--- config.mk ---
export PLATFORM = sky130hd
export DESIGN_NAME = eff2d_sqrt
export DESIGN_NICKNAME = d
export VERILOG_FILES = /design/src/rtl/core/eff2d_pkg.sv /design/src/rtl/core/eff2d_sqrt.sv
export SDC_FILE = /design/constraint.sdc
export NUM_CORES = 2
export LEC_CHECK = 0
export BUFFER_PORTS_ARGS = -buffer_cell sky130_fd_sc_hd__buf_2
export CAP_MARGIN = 20
export CORE_UTILIZATION = 30
export CTS_CLUSTER_DIAMETER = 50
export DETAILED_ROUTE_END_ITERATION = 8
export HOLD_SLACK_MARGIN = 0.03
export SLEW_MARGIN = 30
export SYNTH_ARGS = -nofsm -noshare
export SYNTH_HDL_FRONTEND = slang
export SYNTH_SLANG_ARGS = --single-unit
--- constraint.sdc ---
create_clock -name clk -period 3.47 [get_ports clk]
set_input_delay 0.694 -clock clk [delete_from_list [all_inputs] [get_ports clk]]
set_output_delay 0.694 -clock clk [all_outputs]
set_load 0.02 [all_outputs]
--- src/rtl/core/eff2d_pkg.sv ---
`timescale 1ns / 1ps
// ----------------------------------------------------------------------------
// eff2d_pkg
// Types, constants and fixed-point helpers for the 2D Euler face flux core.
// ----------------------------------------------------------------------------
package eff2d_pkg;

    localparam int NUM_CONSERVED = 4;

    localparam logic signed [31:0] S32_MAX = 32'sh7FFF_FFFF;
    localparam logic signed [31:0] S32_MIN = 32'sh8000_0000;
    localparam logic signed [32:0] Q_ONE   = 33'sd65536;

    // config port
    localparam int          PADDR_W     = 3;
    localparam logic        REG_GAMMA   = 1'b0;
    localparam logic [17:0] GAMMA_RESET = 18'd91750;

    // divider and square-root step counts; core latency in clock edges after the T0 input register
    localparam int DIV_STEPS = 32;
    localparam int SQRT_STEPS = 32;
    localparam int PIPE_LAT  = 74;

    // shift line depths
    localparam int SD_P   = 35;
    localparam int SD_RHO = 36;
    localparam int SD_KE  = 31;
    localparam int SD_OPS = 67;
    localparam int CD_OPS = 36;
    localparam int CD_RES = 33;
    localparam int TD_FACE = 34;

    typedef struct packed {
        logic        [30:0] rho_left;
        logic signed [31:0] u_left;
        logic signed [31:0] v_left;
        logic        [30:0] p_left;
        logic        [30:0] rho_right;
        logic signed [31:0] u_right;
        logic signed [31:0] v_right;
        logic        [30:0] p_right;
        logic signed [31:0] face_x;
        logic signed [31:0] face_y;
        logic               last_face;
    } face_item_t;

    typedef struct packed {
        logic signed [31:0] avg_flux_mass;
        logic signed [31:0] avg_flux_xmom;
        logic signed [31:0] avg_flux_ymom;
        logic signed [31:0] avg_flux_energy;
        logic signed [31:0] flux_diff_mass;
        logic signed [31:0] flux_diff_xmom;
        logic signed [31:0] flux_diff_ymom;
        logic signed [31:0] flux_diff_energy;
        logic signed [31:0] cons_diff_mass;
        logic signed [31:0] cons_diff_xmom;
        logic signed [31:0] cons_diff_ymom;
        logic signed [31:0] cons_diff_energy;
    } face_result_t;

    typedef struct packed {
        logic signed [31:0] mass;
        logic signed [31:0] xmom;
        logic signed [31:0] ymom;
        logic signed [31:0] energy;
    } cons4_t;

    function automatic logic signed [31:0] sat33(input logic signed [32:0] x);
        if (x[32] != x[31])
        begin
            return x[32] ? S32_MIN : S32_MAX;
        end
        return x[31:0];
    endfunction

    function automatic logic signed [31:0] sat48(input logic signed [47:0] x);
        if ((x[47:31] == '0) || (x[47:31] == '1))
        begin
            return x[31:0];
        end
        return x[47] ? S32_MIN : S32_MAX;
    endfunction

    function automatic logic signed [31:0] qadd(input logic signed [31:0] a,
                                                input logic signed [31:0] b);
        return sat33({a[31], a} + {b[31], b});
    endfunction

    function automatic logic signed [31:0] qsub(input logic signed [31:0] a,
                                                input logic signed [31:0] b);
        return sat33({a[31], a} - {b[31], b});
    endfunction

    // floor((a+b)/2) never leaves the 32-bit range
    function automatic logic signed [31:0] qavg(input logic signed [31:0] a,
                                                input logic signed [31:0] b);
        logic [32:0] s;
        s = {a[31], a} + {b[31], b};
        return s[32:1];
    endfunction

    function automatic logic signed [31:0] qmul(input logic signed [31:0] a,
                                                input logic signed [31:0] b);
        logic signed [63:0] prod;
        prod = 64'(a) * 64'(b);
        return sat48(prod[63:16]);
    endfunction

endpackage

--- src/rtl/core/eff2d_sqrt.sv ---
`timescale 1ns / 1ps
// ----------------------------------------------------------------------------
// eff2d_sqrt
// Pipelined integer square root of a 64-bit value, one root bit per stage.
// ----------------------------------------------------------------------------
module eff2d_sqrt
    import eff2d_pkg::*;
(
    input  logic        clk,
    input  logic [63:0] sq,
    output logic [31:0] root
);

    typedef struct packed {
        logic [63:0] x;
        logic [63:0] r;
    } sqrt_stage_t;

    sqrt_stage_t st_reg  [SQRT_STEPS];
    sqrt_stage_t st_next [SQRT_STEPS];

    function automatic sqrt_stage_t sqrt_step(input sqrt_stage_t s, input int j);
        sqrt_stage_t o;
        logic [63:0] b;
        logic [63:0] t;
        b = 64'd1 << (62 - 2 * j);
        t = s.r + b;
        if (s.x >= t)
        begin
            o.x = s.x - t;
            o.r = (s.r >> 1) + b;
        end
        else
        begin
            o.x = s.x;
            o.r = s.r >> 1;
        end
        return o;
    endfunction

    always_comb
    begin
        sqrt_stage_t s0;
        s0.x = sq;
        s0.r = '0;
        st_next[0] = sqrt_step(s0, 0);
        for (int j = 1; j < SQRT_STEPS; j++)
        begin
            st_next[j] = sqrt_step(st_reg[j-1], j);
        end
    end

    always_ff @(posedge clk)
    begin
        st_reg <= st_next;
    end

    assign root = st_reg[SQRT_STEPS-1].r[31:0];

endmodule

==> results.json <==
{
  "status": "complete, no violations",
  "grt.total_usage": 0.151,
  "port-buffer-count": 96,
  "clockRootBuffer": "clkbuf_16",
  "p_leak_uw": 0.0516,
  "setup_viol": 0,
  "synth_xor_area_frac": 0.0808,
  "crit_path_end_kind": "register",
  "synth_edf_count": 0,
  "areaGrowthSynthToFinish_pct": 18.7,
  "finalClockSkew_ns": 0.0856,
  "gp_congestion": 0.908,
  "switching_share": 0.332,
  "finalCriticalPeriod_ns": 3.43,
  "gr-usage-met3": 0.0184,
  "power.share.clock": 0.301,
  "clkSinkCount": 2512,
  "gr-total-overflow": 0,
  "synth_cells": 9765,
  "rows": 207,
  "powerDensity_nw_per_um2": 834,
  "die_h_um": 569,
  "fin_util": 0.359,
  "antenna_found_initial": 6,
  "hpwl_um": 200000,
  "intPower_uw": 63800,
  "hold_class": "in -> reg",
  "cp_max_fo": 4,
  "clkLatencyLatePin_ns": 0.87,
  "seqPwrFrac": 0.440,
  "worst-endpoint-required_ns": 4.16,
  "syn_area_um2": 96500,
  "dp_cells": 14300,
  "cp-start-kind": "register",
  "fill_cells": 32200,
  "top_usage_layer": "met2",
  "synthesis.nets": 10400,
  "clkTransAtPathRegs_ns": 0.06,
  "largest_register_ffs": 2480,
  "yosys.area_share.adder": 0.0724,
  "critical_path_class": "reg -> reg",
  "routed-via-count": 69900,
  "rsz0062_at_grt": "yes",
  "cts_buffers": 268,
  "grt_pass1_wl_um": 392000,
  "wl_um": 252000,
  "core_area_um2": 319000,
  "async_flop_share": 0,
  "start_util": 0.302,
  "final_cells": 14900,
  "die_w_um": 569,
  "total_power_uw": 95500,
  "syn_area_per_cell_um2": 9.88,
  "grt_max_degree": 48,
  "cap_violations": 0,
  "muxShareOfSynthArea": 0.0107,
  "max_slew_margin": 0.415,
  "routed_via_density": 4.70,
  "cts_tree": "built",
  "max-vdd-ir-drop_mv": 0.488,
  "fin_crit_sh": 0.990,
  "yosys.area_share.simple": 0.156,
  "synth_cell_types": 101,
  "ys_seq_area_frac": 0.521,
  "most-common-layout-cells": "2509 x dfxtp_1, 708 x nor2_1, 696 x inv_1",
  "clock_path_buffers": 4,
  "yosysWarnings": 0,
  "synth_compound_gate_area_share": 0.120,
  "drive_gt1_frac": 0.111,
  "synth_ff_type": "dfxtp_1",
  "synth_top_family_by_area": "simple AND/OR/NAND/NOR gates",
  "grt.met2_usage": 0.257,
  "p_sw_uw": 31700,
  "first_global_vias": 69100,
  "comb_power_share": 0.259,
  "layout_commonest_cell": "dfxtp_1",
  "arrival_ns": 4.13,
  "nets": 11000,
  "tightestPinTransition_ns": 0.870,
  "die_area_um2": 324000,
  "dr.pass1.iters": 6,
  "wl_per_cell_um": 17.0,
  "ys_ff_latch": 2512,
  "drt-initial-drc-count": 4716,
  "final-hold-violation-count": 0,
  "met1_usage": 0.199,
  "ios": 97,
  "drc": 0,
  "route.antenna.remaining_nets": 0,
  "max_freq_mhz": 291,
  "drv_slew": 0,
  "cts_max_level": 5
}
==> synth_stat cells, drive strengths merged, types with 21 or more instances <==
| cell | instances | share of area |
|---|---|---|
| dfxtp | 2512 | 0.52 |
| nor2 | 711 | 0.028 |
| inv | 702 | 0.027 |
| a21oi | 668 | 0.035 |
| nand2 | 581 | 0.023 |
| ha | 558 | 0.072 |
| xnor2 | 493 | 0.045 |
| o21ai | 414 | 0.021 |
| xor2 | 397 | 0.036 |
| nor4 | 338 | 0.022 |
| nor3 | 279 | 0.015 |
| a21o | 213 | 0.017 |
| nand3 | 169 | 0.0088 |
| nand4 | 167 | 0.011 |
| clkbuf | 148 | 0.0058 |
| nand2b | 108 | 0.0070 |
| or3 | 100 | 0.0065 |
| o21a | 86 | 0.0067 |
| buf | 85 | 0.0055 |
| or4 | 85 | 0.0067 |
| mux2 | 82 | 0.010 |
| nor2b | 68 | 0.0044 |
| o21bai | 64 | 0.0051 |
| and3 | 56 | 0.0036 |
| a211oi | 55 | 0.0043 |
| nor4b | 53 | 0.0050 |
| o211ai | 47 | 0.0039 |
| a31oi | 46 | 0.0030 |
| or2 | 43 | 0.0028 |
| o31ai | 38 | 0.0031 |
| and2 | 29 | 0.0019 |
| nand3b | 28 | 0.0022 |
| nor3b | 27 | 0.0021 |
| and4 | 25 | 0.0023 |
| a21boi | 24 | 0.0019 |
| nand4b | 23 | 0.0022 |
| a211o | 21 | 0.0019 |
==> area by class of cell <==
| type | count | area (µm²) | area share |
|---|---|---|---|
| Tap cell | 4284 | 5360 | 0.0468 |
| Multi-Input combinational cell | 6316 | 42900 | 0.374 |
| Inverter | 704 | 2650 | 0.0231 |
| Timing Repair Buffer | 581 | 4400 | 0.0384 |
| Clock inverter | 113 | 1460 | 0.0127 |
| Sequential cell | 2512 | 50300 | 0.439 |
| Antenna cell | 1 | 2.50 | 0.0000218 |
| Clock buffer | 353 | 7490 | 0.0654 |
==> repair_timing <==
action,in CTS,in global routing
hold endpoints to repair,62,0
endpoints found under the setup margin,37,125
resized for setup,19,71
pin swaps,10,17
gates cloned,0,0
hold buffers,62,0
setup buffers,0,3
==> power by group through the flow <==
stage	clock (µW)	sequential [µW]	combinational, µW
final	28700	42000	24800
after global routing	30700	42600	27400
after CTS	29400	41900	24600
after detailed placement	0	42500	24300
after global placement	0	42500	24300
after floorplan	0	39300	17600
==> per-layer routing <==
| metal | vias up | part of all wire |
|---|---|---|
| met5 | - | 0.0012 |
| met4 | 4 | 0.031 |
| met3 | 425 | 0.041 |
| met2 | 1467 | 0.46 |
| met1 | 32700 | 0.46 |
| li1 | 35300 | - |
==> kinds of logic (layout without fill, tap and decap cells) <==
family / Yosys count / in the layout
AND/OR/NAND/NOR: 2920 / 2920
flip-flops: 2512 / 2512
AO/OA/AOI/OAI: 1859 / 1859
buffers and inverters: 937 / 1751
XOR/XNOR: 890 / 890
adder cells (fa/ha/maj): 558 / 558
multiplexers: 89 / 89
other: 0 / 1
==> worst paths after layout <==
kind | start | endpoint | slack [ns] | cells after the start
worst max-delay path | st_reg[530] | st_reg[508] | 0.04 | 12
worst min register to register | st_reg[2369] | st_reg[2241] | 0.29 | 0
worst max register to register | st_reg[530] | st_reg[508] | 0.04 | 12
worst min-delay path | sq[63] | st_reg[4095] | 0.15 | 3
==> stage by stage <==
| stage | setup TNS (ns) | hold slack (ns) | instance area, µm² | setup WS, ns |
|---|---|---|---|---|
| 2_1_floorplan | 0 | 0.322 | 96500 | 0.270 |
| 3_3_place_gp | -1.12 | 0.330 | 105000 | -0.127 |
| 3_5_place_dp | -1.77 | 0.330 | 105000 | -0.149 |
| 4_1_cts | -0.215 | 0.0952 | 114000 | -0.0763 |
| 5_1_grt | -0.404 | 0.145 | 115000 | -0.0942 |
| 6_report | 0 | 0.151 | 115000 | 0.0356 |
==> worst max-delay path: stages, from the launching register on <==
cell and delay [ns]:
dfxtp_2 0.33, inv_2 0.04, ha_4 0.25, or4b_1 0.42
or4_4 0.53, nor3_4 0.14, buf_6 0.13, or3b_4 0.38
o211ai_4 0.19, or3b_4 0.43, nor3_4 0.20, nand3b_1 0.12
xnor2_1 0.14
(Power assumes the default switching activity.)
